$ cat src/hw/rtl/key_event_linked_queue_assert.svh
// Assertion macros shared by the key event queue RTL.
// Included by the controller and the datapath; empty under synthesis.
`ifndef KEY_EVENT_LINKED_QUEUE_ASSERT_SVH
`define KEY_EVENT_LINKED_QUEUE_ASSERT_SVH
`ifndef SYNTHESIS
// same-cycle implication on clk, off during reset
`define KELQ_ASSERT_IMP(lbl, ante, cons) \
  lbl: assert property (@(posedge clk) disable iff (!rst_n) (ante) |-> (cons)) \
    else $error("kelq assertion failed");
// next-cycle implication on clk, off during reset
`define KELQ_ASSERT_NXT(lbl, ante, cons) \
  lbl: assert property (@(posedge clk) disable iff (!rst_n) (ante) |=> (cons)) \
    else $error("kelq assertion failed");
`else
`define KELQ_ASSERT_IMP(lbl, ante, cons)
`define KELQ_ASSERT_NXT(lbl, ante, cons)
`endif
`endif

$ cat src/hw/rtl/kelq_pkg.sv
// Shared constants, codes and command/status types of the key event queue.
// No dependencies; imported by the controller, the datapath and the top level.
`timescale 1ns / 1ps
package kelq_pkg;

  localparam int POOL_DEPTH = 16;
  localparam int KEY_W      = 8;
  localparam int IDX_W      = $clog2(POOL_DEPTH);
  localparam int PTR_W      = IDX_W + 1;
  localparam int CNT_W      = $clog2(POOL_DEPTH + 1);
  localparam int TIME_W     = 32;
  localparam int GAP_W      = 16;
  localparam int POS_W      = 4;
  localparam int OP_W       = 4;
  localparam int KIND_W     = 2;
  localparam int ST_W       = 2;

  localparam logic [PTR_W-1:0] PTR_NIL = {PTR_W{1'b1}};

  // operation codes
  localparam logic [OP_W-1:0] OP_CLEAR = 4'd0;
  localparam logic [OP_W-1:0] OP_PUSH  = 4'd1;
  localparam logic [OP_W-1:0] OP_STEP  = 4'd2;
  localparam logic [OP_W-1:0] OP_PAST  = 4'd3;
  localparam logic [OP_W-1:0] OP_DELN  = 4'd4;
  localparam logic [OP_W-1:0] OP_DELM  = 4'd5;
  localparam logic [OP_W-1:0] OP_COUNT = 4'd6;
  localparam logic [OP_W-1:0] OP_PEEK  = 4'd7;
  localparam logic [OP_W-1:0] OP_FIND  = 4'd8;

  // result status codes
  localparam logic [ST_W-1:0] ST_OK   = 2'd0;
  localparam logic [ST_W-1:0] ST_NONE = 2'd1;
  localparam logic [ST_W-1:0] ST_FULL = 2'd2;
  localparam logic [ST_W-1:0] ST_BAD  = 2'd3;

  // event kind filter codes
  localparam logic [KIND_W-1:0] KIND_ANY     = 2'd0;
  localparam logic [KIND_W-1:0] KIND_PRESS   = 2'd1;
  localparam logic [KIND_W-1:0] KIND_RELEASE = 2'd2;

  // walk start selection
  localparam logic [1:0] WS_START = 2'd0;
  localparam logic [1:0] WS_HEAD  = 2'd1;
  localparam logic [1:0] WS_READ  = 2'd2;
  localparam logic [1:0] WS_TAIL  = 2'd3;

  typedef struct packed {
    logic            capture;
    logic            clear;
    logic            push;
    logic            walk_init;
    logic [1:0]      walk_src;
    logic            walk_next;
    logic            cnt_add;
    logic            read_adv;
    logic            del_step;
    logic            del_apply;
    logic            dm_prep;
    logic            dm_set;
    logic            hn_save;
    logic            out_load;
    logic [ST_W-1:0] out_status;
    logic [OP_W-1:0] out_op;
  } cmd_t;

  typedef struct packed {
    logic p_ok;
    logic p_is_end;
    logic link_ok;
    logic link_is_end;
    logic kind_hit;
    logic key_hit;
    logic idx_max;
    logic idx_zero;
    logic cnt_eq_n;
    logic del_hit;
    logic free_found;
    logic tail_ok;
    logic gap_wait;
  } sts_t;

  function automatic logic ptr_ok(input logic [PTR_W-1:0] p);
    return p < PTR_W'(POOL_DEPTH);
  endfunction

endpackage

$ cat src/hw/rtl/kelq_datapath.sv
// Datapath of the key event queue: slot pool, list pointers, walk registers
// and result register. Depends on kelq_pkg and the assertion macro header.
`timescale 1ns / 1ps
`include "key_event_linked_queue_assert.svh"
module kelq_datapath (
  input  logic                        clk,
  input  logic                        rst_n,
  input  kelq_pkg::cmd_t              cmd,
  output kelq_pkg::sts_t              sts,
  input  logic                        in_region,
  input  logic [kelq_pkg::KEY_W-1:0]  in_key_index,
  input  logic                        in_key_pressed,
  input  logic [kelq_pkg::TIME_W-1:0] in_time_ms,
  input  logic [kelq_pkg::GAP_W-1:0]  in_gap_ms,
  input  logic [kelq_pkg::POS_W-1:0]  in_position,
  input  logic [kelq_pkg::KIND_W-1:0] in_event_kind,
  output logic [kelq_pkg::ST_W-1:0]   out_status,
  output logic [kelq_pkg::CNT_W-1:0]  out_entry_count,
  output logic [kelq_pkg::POS_W-1:0]  out_found_position,
  output logic [kelq_pkg::KEY_W-1:0]  out_key_index,
  output logic                        out_pressed,
  output logic [kelq_pkg::TIME_W-1:0] out_time_ms
);
  import kelq_pkg::*;

  // slot pool, contents undefined until pushed
  logic [KEY_W-1:0]      slot_key_r  [POOL_DEPTH];
  logic                  slot_pr_r   [POOL_DEPTH];
  logic [TIME_W-1:0]     slot_time_r [POOL_DEPTH];
  logic [PTR_W-1:0]      slot_link_r [POOL_DEPTH];
  logic [POOL_DEPTH-1:0] busy_r, busy_nxt;
  logic [PTR_W-1:0]      head_r, head_nxt, read_r, read_nxt, tail_r, tail_nxt;

  // captured operands
  logic                  reg_r;
  logic [KEY_W-1:0]      key_r;
  logic                  pr_r;
  logic [TIME_W-1:0]     now_r;
  logic [GAP_W-1:0]      gap_r;
  logic [POS_W-1:0]      n_r;
  logic [KIND_W-1:0]     kind_r;

  // walk state
  logic [PTR_W-1:0]      p_r, p1_r, p2_r;
  logic [CNT_W-1:0]      cnt_r, idx_r, hn_r;
  logic                  started_r;

  // result register
  logic [ST_W-1:0]       ost_r;
  logic [CNT_W-1:0]      ocnt_r;
  logic [POS_W-1:0]      opos_r;
  logic [KEY_W-1:0]      okey_r;
  logic                  opr_r;
  logic [TIME_W-1:0]     otime_r;

  logic [IDX_W-1:0]      rd_idx, free_idx;
  logic                  free_found;
  logic [KEY_W-1:0]      rd_key;
  logic                  rd_pr;
  logic [TIME_W-1:0]     rd_time;
  logic [PTR_W-1:0]      rd_link, start_p, end_p, src_p;
  logic                  kind_hit, p_is_start, started_eff, res_ok;
  logic [CNT_W-1:0]      cnt_eff;
  logic [TIME_W-1:0]     age;

  // read the slot under the walk pointer
  assign rd_idx  = p_r[IDX_W-1:0];
  assign rd_key  = slot_key_r[rd_idx];
  assign rd_pr   = slot_pr_r[rd_idx];
  assign rd_time = slot_time_r[rd_idx];
  assign rd_link = slot_link_r[rd_idx];

  assign start_p = reg_r ? read_r : head_r;
  assign end_p   = reg_r ? PTR_NIL : read_r;

  always_comb begin
    case (kind_r)
      KIND_ANY:     kind_hit = 1'b1;
      KIND_PRESS:   kind_hit = rd_pr;
      KIND_RELEASE: kind_hit = !rd_pr;
      default:      kind_hit = 1'b0;
    endcase
  end

  // lowest free slot
  always_comb begin
    free_found = 1'b0;
    free_idx   = '0;
    for (int i = POOL_DEPTH - 1; i >= 0; i--) begin
      if (!busy_r[i]) begin
        free_found = 1'b1;
        free_idx   = IDX_W'(i);
      end
    end
  end

  assign p_is_start  = (p_r == start_p);
  assign started_eff = started_r || p_is_start;
  assign cnt_eff     = p_is_start ? '0 : cnt_r;
  assign age         = now_r - rd_time;

  always_comb begin
    sts.p_ok        = ptr_ok(p_r);
    sts.p_is_end    = (p_r == end_p);
    sts.link_ok     = ptr_ok(rd_link);
    sts.link_is_end = (rd_link == end_p);
    sts.kind_hit    = kind_hit;
    sts.key_hit     = (rd_key == key_r) && (rd_pr == pr_r);
    sts.idx_max     = (idx_r == CNT_W'(POOL_DEPTH));
    sts.idx_zero    = (idx_r == '0);
    sts.cnt_eq_n    = (cnt_r == CNT_W'(n_r));
    sts.del_hit     = started_eff && (cnt_eff == CNT_W'(n_r));
    sts.free_found  = free_found;
    sts.tail_ok     = ptr_ok(tail_r);
    sts.gap_wait    = (gap_r != '0) && (age < TIME_W'(gap_r));
  end

  // pointer and occupancy updates
  always_comb begin
    busy_nxt = busy_r;
    head_nxt = head_r;
    read_nxt = read_r;
    tail_nxt = tail_r;
    if (cmd.clear) begin
      busy_nxt = '0;
      head_nxt = PTR_NIL;
      read_nxt = PTR_NIL;
      tail_nxt = PTR_NIL;
    end
    if (cmd.push && free_found) begin
      busy_nxt[free_idx] = 1'b1;
      tail_nxt = PTR_W'(free_idx);
      if (!ptr_ok(head_r)) head_nxt = PTR_W'(free_idx);
      if (!ptr_ok(read_r)) read_nxt = PTR_W'(free_idx);
    end
    if (cmd.read_adv) read_nxt = rd_link;
    if (cmd.del_apply) begin
      if (n_r == '0) begin
        if (head_r == read_r) head_nxt = p_r;
        if (reg_r) read_nxt = p_r;
        else head_nxt = p_r;
      end
      if (tail_r == p1_r) tail_nxt = p2_r;
      busy_nxt[p1_r[IDX_W-1:0]] = 1'b0;
    end
  end

  always_ff @(posedge clk) begin
    if (!rst_n) begin
      busy_r <= '0;
      head_r <= PTR_NIL;
      read_r <= PTR_NIL;
      tail_r <= PTR_NIL;
    end else begin
      busy_r <= busy_nxt;
      head_r <= head_nxt;
      read_r <= read_nxt;
      tail_r <= tail_nxt;
    end
  end

  // write slot contents and relink
  always_ff @(posedge clk) begin
    if (cmd.push && free_found) begin
      slot_key_r[free_idx]  <= key_r;
      slot_pr_r[free_idx]   <= pr_r;
      slot_time_r[free_idx] <= now_r;
      slot_link_r[free_idx] <= PTR_NIL;
      if (ptr_ok(tail_r)) slot_link_r[tail_r[IDX_W-1:0]] <= PTR_W'(free_idx);
    end
    if (cmd.del_apply && ptr_ok(p2_r)) slot_link_r[p2_r[IDX_W-1:0]] <= p_r;
  end

  // hold operands of the current transfer
  always_ff @(posedge clk) begin
    if (cmd.capture) begin
      reg_r  <= in_region;
      key_r  <= in_key_index;
      pr_r   <= in_key_pressed;
      now_r  <= in_time_ms;
      gap_r  <= in_gap_ms;
      n_r    <= in_position;
      kind_r <= in_event_kind;
    end
    if (cmd.dm_prep) begin
      reg_r  <= 1'b0;
      kind_r <= KIND_ANY;
    end
    if (cmd.dm_set) begin
      kind_r <= KIND_ANY;
      if (idx_r < hn_r) begin
        reg_r <= 1'b0;
        n_r   <= idx_r[POS_W-1:0];
      end else begin
        reg_r <= 1'b1;
        n_r   <= POS_W'(idx_r - hn_r);
      end
    end
  end

  always_comb begin
    case (cmd.walk_src)
      WS_START: src_p = start_p;
      WS_HEAD:  src_p = head_r;
      WS_READ:  src_p = read_r;
      default:  src_p = tail_r;
    endcase
  end

  // advance the walk registers
  always_ff @(posedge clk) begin
    if (cmd.hn_save) hn_r <= cnt_r;
    if (cmd.walk_init) begin
      p_r       <= src_p;
      p1_r      <= PTR_NIL;
      p2_r      <= PTR_NIL;
      cnt_r     <= '0;
      idx_r     <= '0;
      started_r <= 1'b0;
    end else if (cmd.del_step) begin
      started_r <= started_eff;
      p2_r      <= p1_r;
      p1_r      <= p_r;
      p_r       <= rd_link;
      idx_r     <= idx_r + 1'b1;
      if (started_eff) cnt_r <= cnt_eff + CNT_W'(kind_hit);
    end else begin
      if (cmd.walk_next) begin
        p_r   <= rd_link;
        idx_r <= idx_r + 1'b1;
      end
      if (cmd.cnt_add) cnt_r <= cnt_r + 1'b1;
    end
  end

  // load the result register
  assign res_ok = (cmd.out_status == ST_OK);
  always_ff @(posedge clk) begin
    if (cmd.out_load) begin
      ost_r   <= cmd.out_status;
      ocnt_r  <= (res_ok && cmd.out_op == OP_COUNT) ? cnt_r : '0;
      opos_r  <= (res_ok && cmd.out_op == OP_FIND) ? idx_r[POS_W-1:0] : '0;
      okey_r  <= (res_ok && cmd.out_op == OP_PEEK) ? rd_key : '0;
      opr_r   <= (res_ok && cmd.out_op == OP_PEEK) ? rd_pr : 1'b0;
      otime_r <= (res_ok && cmd.out_op == OP_PEEK) ? rd_time : '0;
    end
  end

  assign out_status         = ost_r;
  assign out_entry_count    = ocnt_r;
  assign out_found_position = opos_r;
  assign out_key_index      = okey_r;
  assign out_pressed        = opr_r;
  assign out_time_ms        = otime_r;

  `KELQ_ASSERT_IMP(a_idx_bound, cmd.walk_next || cmd.del_step, idx_r < CNT_W'(POOL_DEPTH))
  `KELQ_ASSERT_IMP(a_push_free, cmd.push && free_found, !busy_r[free_idx])
  `KELQ_ASSERT_IMP(a_del_busy, cmd.del_apply, ptr_ok(p1_r) && busy_r[p1_r[IDX_W-1:0]])

endmodule

$ cat src/hw/rtl/kelq_ctrl.sv
// Controller of the key event queue: sequences each operation over the
// datapath walk and owns the result handshake. Depends on kelq_pkg.
`timescale 1ns / 1ps
`include "key_event_linked_queue_assert.svh"
module kelq_ctrl (
  input  logic                      clk,
  input  logic                      rst_n,
  input  logic                      in_valid,
  output logic                      in_stall,
  input  logic [kelq_pkg::OP_W-1:0] in_operation,
  output logic                      out_valid,
  input  logic                      out_stall,
  output kelq_pkg::cmd_t            cmd,
  input  kelq_pkg::sts_t            sts
);
  import kelq_pkg::*;

  localparam logic [4:0] S_IDLE    = 5'd0;
  localparam logic [4:0] S_DECODE  = 5'd1;
  localparam logic [4:0] S_STEP    = 5'd2;
  localparam logic [4:0] S_PAST    = 5'd3;
  localparam logic [4:0] S_DEL     = 5'd4;
  localparam logic [4:0] S_DEL_APP = 5'd5;
  localparam logic [4:0] S_DM_INIT = 5'd6;
  localparam logic [4:0] S_DM_HN   = 5'd7;
  localparam logic [4:0] S_DM_FIND = 5'd8;
  localparam logic [4:0] S_DM_DINI = 5'd9;
  localparam logic [4:0] S_CNT     = 5'd10;
  localparam logic [4:0] S_PK0     = 5'd11;
  localparam logic [4:0] S_PK_GAP  = 5'd12;
  localparam logic [4:0] S_PK      = 5'd13;
  localparam logic [4:0] S_FIND    = 5'd14;
  localparam logic [4:0] S_DONE    = 5'd15;

  logic [4:0]      state_r, state_nxt;
  logic [OP_W-1:0] op_r;
  logic [ST_W-1:0] st_r, st_nxt;
  logic            out_valid_r, out_valid_nxt;
  logic            accept;

  assign in_stall  = (state_r != S_IDLE);
  assign accept    = in_valid && !in_stall;
  assign out_valid = out_valid_r;

  // next state and commands
  always_comb begin
    cmd       = '0;
    state_nxt = state_r;
    st_nxt    = st_r;
    cmd.out_status = st_r;
    cmd.out_op     = op_r;
    case (state_r)
      S_IDLE: begin
        if (accept) begin
          cmd.capture = 1'b1;
          state_nxt   = S_DECODE;
        end
      end
      S_DECODE: begin
        state_nxt = S_DONE;
        st_nxt    = ST_OK;
        case (op_r)
          OP_CLEAR: cmd.clear = 1'b1;
          OP_PUSH: begin
            if (sts.free_found) cmd.push = 1'b1;
            else st_nxt = ST_FULL;
          end
          OP_STEP: begin
            cmd.walk_init = 1'b1;
            cmd.walk_src  = WS_READ;
            state_nxt     = S_STEP;
          end
          OP_PAST: begin
            cmd.walk_init = 1'b1;
            cmd.walk_src  = WS_READ;
            state_nxt     = S_PAST;
          end
          OP_DELN: begin
            cmd.walk_init = 1'b1;
            cmd.walk_src  = WS_HEAD;
            state_nxt     = S_DEL;
          end
          OP_DELM: begin
            cmd.dm_prep = 1'b1;
            state_nxt   = S_DM_INIT;
          end
          OP_COUNT: begin
            cmd.walk_init = 1'b1;
            cmd.walk_src  = WS_START;
            state_nxt     = S_CNT;
          end
          OP_PEEK: begin
            cmd.walk_init = 1'b1;
            cmd.walk_src  = WS_START;
            state_nxt     = S_PK0;
          end
          OP_FIND: begin
            cmd.walk_init = 1'b1;
            cmd.walk_src  = WS_START;
            state_nxt     = S_FIND;
          end
          default: st_nxt = ST_OK;
        endcase
      end
      S_STEP: begin
        state_nxt = S_DONE;
        if (!sts.p_ok) st_nxt = ST_NONE;
        else begin
          cmd.read_adv = 1'b1;
          st_nxt       = ST_OK;
        end
      end
      // move read past the first matching event
      S_PAST: begin
        if (sts.idx_max || !sts.p_ok) begin
          st_nxt    = ST_NONE;
          state_nxt = S_DONE;
        end else if (sts.key_hit) begin
          cmd.read_adv = 1'b1;
          st_nxt       = ST_OK;
          state_nxt    = S_DONE;
        end else cmd.walk_next = 1'b1;
      end
      // walk from head to the entry to unlink
      S_DEL: begin
        if (!sts.p_ok) begin
          st_nxt    = ST_NONE;
          state_nxt = S_DONE;
        end else if (sts.idx_max) begin
          st_nxt    = ST_BAD;
          state_nxt = S_DONE;
        end else if (sts.p_is_end) begin
          st_nxt    = ST_NONE;
          state_nxt = S_DONE;
        end else begin
          cmd.del_step = 1'b1;
          if (sts.del_hit) state_nxt = S_DEL_APP;
        end
      end
      S_DEL_APP: begin
        cmd.del_apply = 1'b1;
        st_nxt        = ST_OK;
        state_nxt     = S_DONE;
      end
      S_DM_INIT: begin
        cmd.walk_init = 1'b1;
        cmd.walk_src  = WS_START;
        state_nxt     = S_CNT;
      end
      // count the region; delete match reuses it for the hold length
      S_CNT: begin
        if (sts.idx_zero && (sts.p_is_end || !sts.p_ok)) begin
          st_nxt    = ST_OK;
          state_nxt = (op_r == OP_DELM) ? S_DM_HN : S_DONE;
        end else if (sts.idx_max) begin
          st_nxt    = ST_BAD;
          state_nxt = S_DONE;
        end else begin
          cmd.cnt_add = sts.kind_hit;
          if (sts.link_is_end) begin
            st_nxt    = ST_OK;
            state_nxt = (op_r == OP_DELM) ? S_DM_HN : S_DONE;
          end else if (!sts.link_ok) begin
            st_nxt    = ST_BAD;
            state_nxt = S_DONE;
          end else cmd.walk_next = 1'b1;
        end
      end
      S_DM_HN: begin
        cmd.hn_save   = 1'b1;
        cmd.walk_init = 1'b1;
        cmd.walk_src  = WS_HEAD;
        state_nxt     = S_DM_FIND;
      end
      S_DM_FIND: begin
        if (sts.idx_max || !sts.p_ok) begin
          st_nxt    = ST_NONE;
          state_nxt = S_DONE;
        end else if (sts.key_hit) begin
          cmd.dm_set = 1'b1;
          state_nxt  = S_DM_DINI;
        end else cmd.walk_next = 1'b1;
      end
      S_DM_DINI: begin
        cmd.walk_init = 1'b1;
        cmd.walk_src  = WS_HEAD;
        state_nxt     = S_DEL;
      end
      S_PK0: begin
        if (sts.p_is_end || !sts.p_ok || !sts.tail_ok) begin
          st_nxt    = ST_NONE;
          state_nxt = S_DONE;
        end else begin
          cmd.walk_init = 1'b1;
          cmd.walk_src  = WS_TAIL;
          state_nxt     = S_PK_GAP;
        end
      end
      // hold back while the newest event is too recent
      S_PK_GAP: begin
        if (sts.gap_wait) begin
          st_nxt    = ST_NONE;
          state_nxt = S_DONE;
        end else begin
          cmd.walk_init = 1'b1;
          cmd.walk_src  = WS_START;
          state_nxt     = S_PK;
        end
      end
      S_PK: begin
        if (sts.idx_max) begin
          st_nxt    = ST_BAD;
          state_nxt = S_DONE;
        end else if (sts.kind_hit && sts.cnt_eq_n) begin
          st_nxt    = ST_OK;
          state_nxt = S_DONE;
        end else begin
          cmd.cnt_add = sts.kind_hit;
          if (sts.link_is_end) begin
            st_nxt    = ST_NONE;
            state_nxt = S_DONE;
          end else if (!sts.link_ok) begin
            st_nxt    = ST_BAD;
            state_nxt = S_DONE;
          end else cmd.walk_next = 1'b1;
        end
      end
      S_FIND: begin
        if (sts.p_is_end) begin
          st_nxt    = ST_NONE;
          state_nxt = S_DONE;
        end else if (sts.idx_max || !sts.p_ok) begin
          st_nxt    = ST_BAD;
          state_nxt = S_DONE;
        end else if (sts.key_hit) begin
          st_nxt    = ST_OK;
          state_nxt = S_DONE;
        end else cmd.walk_next = 1'b1;
      end
      // hand the result over once the output register is free
      S_DONE: begin
        if (!out_valid_r || !out_stall) begin
          cmd.out_load = 1'b1;
          state_nxt    = S_IDLE;
        end
      end
      default: state_nxt = S_IDLE;
    endcase
  end

  always_comb begin
    out_valid_nxt = out_valid_r;
    if (cmd.out_load) out_valid_nxt = 1'b1;
    else if (!out_stall) out_valid_nxt = 1'b0;
  end

  always_ff @(posedge clk) begin
    if (!rst_n) begin
      state_r     <= S_IDLE;
      out_valid_r <= 1'b0;
    end else begin
      state_r     <= state_nxt;
      out_valid_r <= out_valid_nxt;
    end
  end

  always_ff @(posedge clk) begin
    if (accept) op_r <= in_operation;
    st_r <= st_nxt;
  end

  `KELQ_ASSERT_NXT(a_accept_busy, accept, state_r == S_DECODE)
  `KELQ_ASSERT_IMP(a_rise_from_done, $rose(out_valid_r), $past(state_r == S_DONE))
  `KELQ_ASSERT_NXT(a_done_waits, state_r == S_DONE && out_valid_r && out_stall, state_r == S_DONE)

endmodule

$ cat src/hw/rtl/key_event_linked_queue.sv
// Key event queue: 16-slot linked pool with head, read and tail pointers.
// Clear, push and unknown operations finish in the decode state; the other operations
// walk the linked slots, and delete match counts, searches, then unlinks.
// One operation at a time; the next transfer is taken the cycle after the result
// register loads. Reset: synchronous; pool empty, pointers null.
`timescale 1ns / 1ps
module key_event_linked_queue (
  input  logic                        clk,
  input  logic                        rst_n,
  input  logic                        in_valid,
  output logic                        in_stall,
  input  logic [kelq_pkg::OP_W-1:0]   in_operation,
  input  logic                        in_region,
  input  logic [kelq_pkg::KEY_W-1:0]  in_key_index,
  input  logic                        in_key_pressed,
  input  logic [kelq_pkg::TIME_W-1:0] in_time_ms,
  input  logic [kelq_pkg::GAP_W-1:0]  in_gap_ms,
  input  logic [kelq_pkg::POS_W-1:0]  in_position,
  input  logic [kelq_pkg::KIND_W-1:0] in_event_kind,
  output logic                        out_valid,
  input  logic                        out_stall,
  output logic [kelq_pkg::ST_W-1:0]   out_status,
  output logic [kelq_pkg::CNT_W-1:0]  out_entry_count,
  output logic [kelq_pkg::POS_W-1:0]  out_found_position,
  output logic [kelq_pkg::KEY_W-1:0]  out_key_index,
  output logic                        out_pressed,
  output logic [kelq_pkg::TIME_W-1:0] out_time_ms
);
  import kelq_pkg::*;

  cmd_t cmd;
  sts_t sts;

  kelq_ctrl u_ctrl (
    .clk          (clk),
    .rst_n        (rst_n),
    .in_valid     (in_valid),
    .in_stall     (in_stall),
    .in_operation (in_operation),
    .out_valid    (out_valid),
    .out_stall    (out_stall),
    .cmd          (cmd),
    .sts          (sts)
  );

  kelq_datapath u_dp (
    .clk                (clk),
    .rst_n              (rst_n),
    .cmd                (cmd),
    .sts                (sts),
    .in_region          (in_region),
    .in_key_index       (in_key_index),
    .in_key_pressed     (in_key_pressed),
    .in_time_ms         (in_time_ms),
    .in_gap_ms          (in_gap_ms),
    .in_position        (in_position),
    .in_event_kind      (in_event_kind),
    .out_status         (out_status),
    .out_entry_count    (out_entry_count),
    .out_found_position (out_found_position),
    .out_key_index      (out_key_index),
    .out_pressed        (out_pressed),
    .out_time_ms        (out_time_ms)
  );

endmodule
$ cat config.mk
export PLATFORM = sky130hd
export DESIGN_NAME = key_event_linked_queue
export DESIGN_NICKNAME = d
export VERILOG_FILES = /design/src/hw/rtl/kelq_pkg.sv /design/src/hw/rtl/kelq_datapath.sv /design/src/hw/rtl/kelq_ctrl.sv /design/src/hw/rtl/key_event_linked_queue.sv
export VERILOG_INCLUDE_DIRS = /design/src /design/src/hw/rtl
export SDC_FILE = /design/constraint.sdc
export NUM_CORES = 1
export LEC_CHECK = 0
export ABC_CLOCK_PERIOD_IN_PS = 11400
export BUFFER_PORTS_ARGS = -buffer_cell sky130_fd_sc_hd__clkbuf_2
export CORE_MARGIN = 2
export CORE_UTILIZATION = 25
export CTS_BUF_LIST = sky130_fd_sc_hd__clkbuf_4
export CTS_CLUSTER_SIZE = 8
export DETAILED_ROUTE_END_ITERATION = 8
export SKIP_LAST_GASP = 1
export SLEW_MARGIN = 20
export SYNTH_ARGS = -nofsm -noshare
export SYNTH_HDL_FRONTEND = slang
export SYNTH_SLANG_ARGS = --single-unit
$ cat constraint.sdc
create_clock -name clk -period 11.4 [get_ports clk]
set_clock_uncertainty 0.2 [all_clocks]
set_input_delay 1.71 -clock clk [delete_from_list [all_inputs] [get_ports clk]]
set_output_delay 1.71 -clock clk [all_outputs]
set_load 0.005 [all_outputs]
* After elaboration in Yosys (flattened, before gate mapping)
Memories as Yosys holds them, arrays and structs flattened. A register that Yosys moved wholly into a read port is not among the register bits.
Index checks and enable logic that the tools add are counted.
** Cells by class
- Add/subtract/negate cells :: 5
- Magnitude comparators :: 12
- Equality and inequality tests :: 47
- Muxes and demuxes :: 173
- Bitwise gates (word level) :: 3
- Reduce and logical (&&, ||, !) cells :: 49
** Operators by type and width (number)
- $mux W5 :: 48
- $mux W4 :: 25
- $pmux W5 S15 :: 1
- $mux W1 :: 57
- $mux W2 :: 26
- $mux W16 :: 3
- $eq A5 B4 Y1 const B :: 8
- $lt A32 B16 Y1 :: 1
- $sub A32 B32 Y32 :: 1
- $lt A5 B5 Y1 const B :: 6
- $pmux W4 S7 :: 1
- $eq A5 B5 Y1 :: 5
- $pmux W2 S11 :: 1
- $eq A5 B3 Y1 const B :: 4
- $and A16 B16 Y16 :: 1
- $eq A4 B3 Y1 const B :: 4
- $not A16 Y16 :: 1
- $or A16 B16 Y16 :: 1
- $reduce_bool A16 Y1 :: 1
- $pmux W3 S5 :: 1
- $pmux W5 S3 :: 1
- $logic_and A1 B1 Y1 :: 13
- $ne A2 B1 Y1 const B :: 6
- $reduce_bool A11 Y1 :: 1
- other kinds (41) :: 72
** Word-level totals
- Bits in registers :: 190
- Memory bits (writable) :: 736
- Input port bits :: 72
- Output and inout bits :: 54
- Logic and storage cells :: 321
- Memories :: 4
** Memory list
- u_dp.slot_time_r :: words 16, bits a word 32, rd ports 1, clocked after memory_dff 1, write ports 1, RTL line kelq_datapath.sv:29 : logic [TIME_W-1:0] slot_time_r [POOL_DEPTH];
- u_dp.slot_key_r :: words 16, bits a word 8, rd ports 1, clocked after memory_dff 1, write ports 1, RTL line kelq_datapath.sv:27 : logic [KEY_W-1:0] slot_key_r [POOL_DEPTH];
- u_dp.slot_link_r :: words 16, bits a word 5, rd ports 1, clocked after memory_dff 1, write ports 2, RTL line kelq_datapath.sv:30 : logic [PTR_W-1:0] slot_link_r [POOL_DEPTH];
- u_dp.slot_pr_r :: words 16, bits a word 1, rd ports 1, clocked after memory_dff 1, write ports 1, RTL line kelq_datapath.sv:28 : logic slot_pr_r [POOL_DEPTH];

* Logic depth before layout (Yosys ltp)
- Word-level depth :: 26
- Depth in mapped cells :: 31
- Depth with buffers taken out :: 22

* Cells and area by module
A second synthesis with hierarchy kept.
** Unflattened totals
- Cell total of the unflattened synthesis :: 2507
- Area, all modules :: 40891.7 µm²
** Modules (own cells, without submodules)
- kelq_datapath :: times used 1, cells an instance 2308, area an instance 39476.6 µm², seq. area each 26985.9 µm²
- kelq_ctrl :: times used 1, cells an instance 199, area an instance 1415.1 µm², seq. area each 300.3 µm²

* Least setup slack after synthesis
OpenSTA, ideal clock, no wires.
- Kind :: reg2reg
- From :: register with a tool-made name
- To :: register u_dp.p_r[0], enable pin
- Setup time :: 0.275 ns
- Arrival :: 7.366 ns
- Data required time :: 10.925 ns
- Slack :: 3.558 ns
- Stages on the path, launching flop included :: 30
- Buffers on the path :: 8
- Clock period less this slack :: 7.842 ns
- Path through :: dfxtp_1 -> buf_4 -> buf_2 -> buf_2 -> clkbuf_1 -> clkbuf_1 -> buf_1 -> mux4_2 -> mux4_2 -> inv_1 -> ha_1 -> nor2b_1 -> o2111a_1 -> o21ai_0 -> nand3_1 -> a41o_1 -> a21oi_1 -> xnor2_1 -> ha_1 -> nor4_1 -> nand4_1 -> a311oi_1 -> nand3_1 -> a2111oi_0 -> nand4_1 -> nor4_1 -> o21a_1 -> buf_2 -> buf_2 -> nand2_1
** RTL lines
- to (signal assigned) :: RTL line kelq_datapath.sv:214 : p_r <= src_p;
- to (signal assigned) :: RTL line kelq_datapath.sv:224 : p_r <= rd_link;
- to (signal assigned) :: RTL line kelq_datapath.sv:229 : p_r <= rd_link;
- to (decl) :: RTL line kelq_datapath.sv:44 : logic [PTR_W-1:0] p_r, p1_r, p2_r;

==> impl_metrics.env <==
export IMPL_status="finished, final reports clean"
export IMPL_first_pass_iters=7
export IMPL_p_leak_nw=15.75
export IMPL_hold_viol_final=0
export IMPL_worstMarginPinSlew_ns=1.079
export IMPL_yosys_warnings=0
export IMPL_synth_edf_count=850
export IMPL_syn_avg_cell_area_um2=15.38
export IMPL_cts_root_buf="clkbuf_4"
export IMPL_setup_viol=0
export IMPL_use_met1_pct=17.72
export IMPL_rsz0062_at_grt="no"
export IMPL_crit_path_max_incr_delay_ns=0.96
export IMPL_num_rows=148
export IMPL_synth_compound_area_share_pct=6.169
export IMPL_drtIter0Drc=2328
export IMPL_wl_per_cell_um=21.47
export IMPL_die_area_um2=166200
export IMPL_io_buffers=125
export IMPL_hold_buffers=0
export IMPL_cp_cell_sequence="buf_4, mux4_2, mux4_2, inv_1, ha_1, nand2_1, o21ai_0, nor2_1, o21ai_0, o21ai_0, xnor2_1, ha_1, nor2b_1, o21ai_0, nand4_1, a311oi_1, nand3_1, a2111oi_0, nand4_1, nor4_2, o21a_2, mux2_2"
export IMPL_synth_distinct_cells=79
export IMPL_initial_core_util_pct=25.11
export IMPL_syn_num_nets=2780
export IMPL_power_density_nw_per_um2=147.9
export IMPL_synth_largest_area_cell="edfxtp_1"
export IMPL_clock_sinks=930
export IMPL_seq_area_frac_synth_pct=66.60
export IMPL_ys_flop_type="edfxtp_1"
export IMPL_finalSetupTns_ns=0
export IMPL_cts_setup_buffers=0
export IMPL_synth_cells=2648
export IMPL_crit_top_cell="o21ai_0"
export IMPL_tritoncts="yes"
export IMPL_cp_data_required_time_ns=12.12
export IMPL_vdd_ir_drop_max_mv=0.1071
export IMPL_syn_area_um2=40730
export IMPL_grt_pass1_vias=25204
export IMPL_synth_simple_gate_area_share_pct=7.680
export IMPL_slowest_stage="dfxtp_4"
export IMPL_grt_pass1_wl_um=165700
export IMPL_fin_crit_ns=8.220
export IMPL_final_nets=3025
export IMPL_die_w_um=407.6
export IMPL_crit_path_max_fanout=42
export IMPL_gr_total_overflow=0
export IMPL_slew_headroom_pct=27.91
export IMPL_dpl_cell_area_um2=43980
export IMPL_gp_congestion=0.8733
export IMPL_cts_resized=0
export IMPL_gr_usage_met2_pct=21.31
export IMPL_synth_top_family_by_area="multiplexers"
export IMPL_synth_seq_cells=930
export IMPL_grt_busiest_layer="met2"
export IMPL_ant_nets=0
export IMPL_grt_max_degree=88
export IMPL_synth_top_cell_area_share_pct=62.67
export IMPL_vias=25009
export IMPL_slew_violations=0
export IMPL_track_usage_pct=13.32
export IMPL_routed_wl_um=112700
export IMPL_clock_latency_ns=1.22
export IMPL_synth_fa_ha_area_share_pct=1.880
export IMPL_yosysMostFrequentCell="edfxtp_1"
export IMPL_arrival_ns=8.94
export IMPL_synth_common_cells="edfxtp_1 (850), mux4_2 (217), nand2_1 (204)"
export IMPL_clockBufferDepth=3
export IMPL_timing_final_crit_share_pct=72.11
export IMPL_final_design_area_no_fill_um2=46900
export IMPL_critPathKind="reg2reg"
export IMPL_numCtsBuffers=223
export IMPL_synthMuxAreaShare_pct=13.85
export IMPL_core_um2=162200
export IMPL_max_freq_mhz=121.7
export IMPL_critPathCaptureType="register"
export IMPL_hpwl_um=68080
export IMPL_antenna_found_initial=11
export IMPL_ios=126
export IMPL_fp_dieH_um=407.6
export IMPL_yosys_top_cells_area="edfxtp_1 (63%), mux4_2 (12%), dfxtp_1 (3.9%)"
export IMPL_grtUsageMet3_pct=2.993
export IMPL_drc=0
export IMPL_htreeDepth=4
export IMPL_hold_class="reg2reg"
export IMPL_drive_gt1_share_pct=25.99
export IMPL_clk_pin_slew_worst_paths_ns=0.08
export IMPL_path_delay_family="compound AO/OA/AOI/OAI gates"
export IMPL_worst_path_buf_inv=2
export IMPL_viasPerCell=4.764
export IMPL_synth_xor_area_share_pct=1.505
export IMPL_cap_violations=0
export IMPL_area_growth_pct=15.16
export IMPL_async_reset_ff_share_pct=0
export IMPL_start_kind="register"
[layer usage]
layer / part of all wire (%) / routed length [µm] / vias up
met1: 43 / 48980 / 12797
li1: - / - / 11034
met3: 6.7 / 7601 / 184
met2: 47 / 53430 / 988
met5: 0.024 / 27 / -
met4: 2.4 / 2665 / 6
[where the power goes]
part	switching [mW]	internal, mW	total (mW)
Combinational	0.204	0.156	0.360
Clock	1.36	1.38	2.74
Sequential	0.0916	3.74	3.84
Total	1.66	5.28	6.94
[worst register-to-register path, delay by kind of cell (launching register included)]
family | cells | cell delay (ns)
and+or+nand+nor | 7 | 1.50
xor gates and xnor gates | 1 | 0.18
adders and majority gates | 2 | 0.59
muxes | 3 | 1.50
AOI/OAI and AO/OA | 7 | 2.36
DFF | 1 | 0.96
buffers and inverters | 2 | 0.70
[final timing paths]
kind                  startpoint              to  slack, ns  cells past startpoint
setup / recovery        register     u_dp.p_r[2]       3.18                     22
hold / removal    u_dp.kind_r[0]  u_dp.kind_r[0]       0.28                      2
setup reg to reg        register     u_dp.p_r[2]       3.18                     22
hold reg to reg   u_dp.kind_r[0]  u_dp.kind_r[0]       0.28                      2
[logic make-up (layout without fill, tap and decap cells)]
| family | Yosys count | after routing |
|---|---|---|
| compound gates | 407 | 407 |
| xor+xnor | 70 | 70 |
| fa+ha+maj | 60 | 60 |
| buf+inv | 238 | 656 |
| flops | 930 | 930 |
| mux | 286 | 286 |
| other cells | 1 | 10 |
| simple gates | 656 | 656 |
[final cells by class]
class	count	area [µm²]
fill	16373	115300
sequential	930	27140
multi-input combinational	1480	12820
tap	2175	2721
clock buffer	323	2425
timing repair buffer	168	993.5
clock inverter	75	442.9
inverter	90	341.6
antenna	9	22.52
[through the flow]
step | power [mW] | instances | hold slack (ns) | utilization, % | setup slack, ns
after floorplan | 4.131 | 2648 | 0.2064 | - | 3.558
after global placement | 4.263 | 4842 | 0.2441 | 27.12 | 2.825
after detailed placement | 4.267 | 4842 | 0.2548 | 27.12 | 2.715
after CTS | 7.029 | 5240 | 0.2713 | 28.88 | 2.635
after global routing | 7.240 | 5249 | 0.2992 | 28.91 | 2.574
final | 6.935 | 5250 | 0.2761 | 28.91 | 3.180
[registers in the layout, summed over array words and instances (netlist names), 8 cells and up, named ones only]
name,count
u_dp.slot_time_r,512
u_dp.slot_key_r,128
u_dp.slot_link_r,80
u_dp.now_r,32
u_dp.out_time_ms,32
u_dp.busy_r,16
u_dp.gap_r,16
u_dp.slot_pr_r,16
u_dp.key_r,8
u_dp.out_key_index,8
[cell usage in the layout (no fill, tap or decap), types with 54 or more instances in the layout]
| cell type | Yosys | final |
|---|---|---|
| edfxtp_1 | 850 | 850 |
| dfxtp_1 | 80 | 76 |
| clkbuf_2 | 0 | 125 |
| clkinv_1 | 2 | 54 |
| clkbuf_4 | 0 | 323 |
| o21ai_0 | 132 | 129 |
| nand2_1 | 204 | 204 |
| ha_1 | 58 | 58 |
| nand3_1 | 87 | 87 |
| mux4_2 | 217 | 217 |
| nor2_1 | 149 | 134 |
| inv_1 | 88 | 85 |
| a21oi_1 | 103 | 102 |
(Power assumes the default switching activity.)
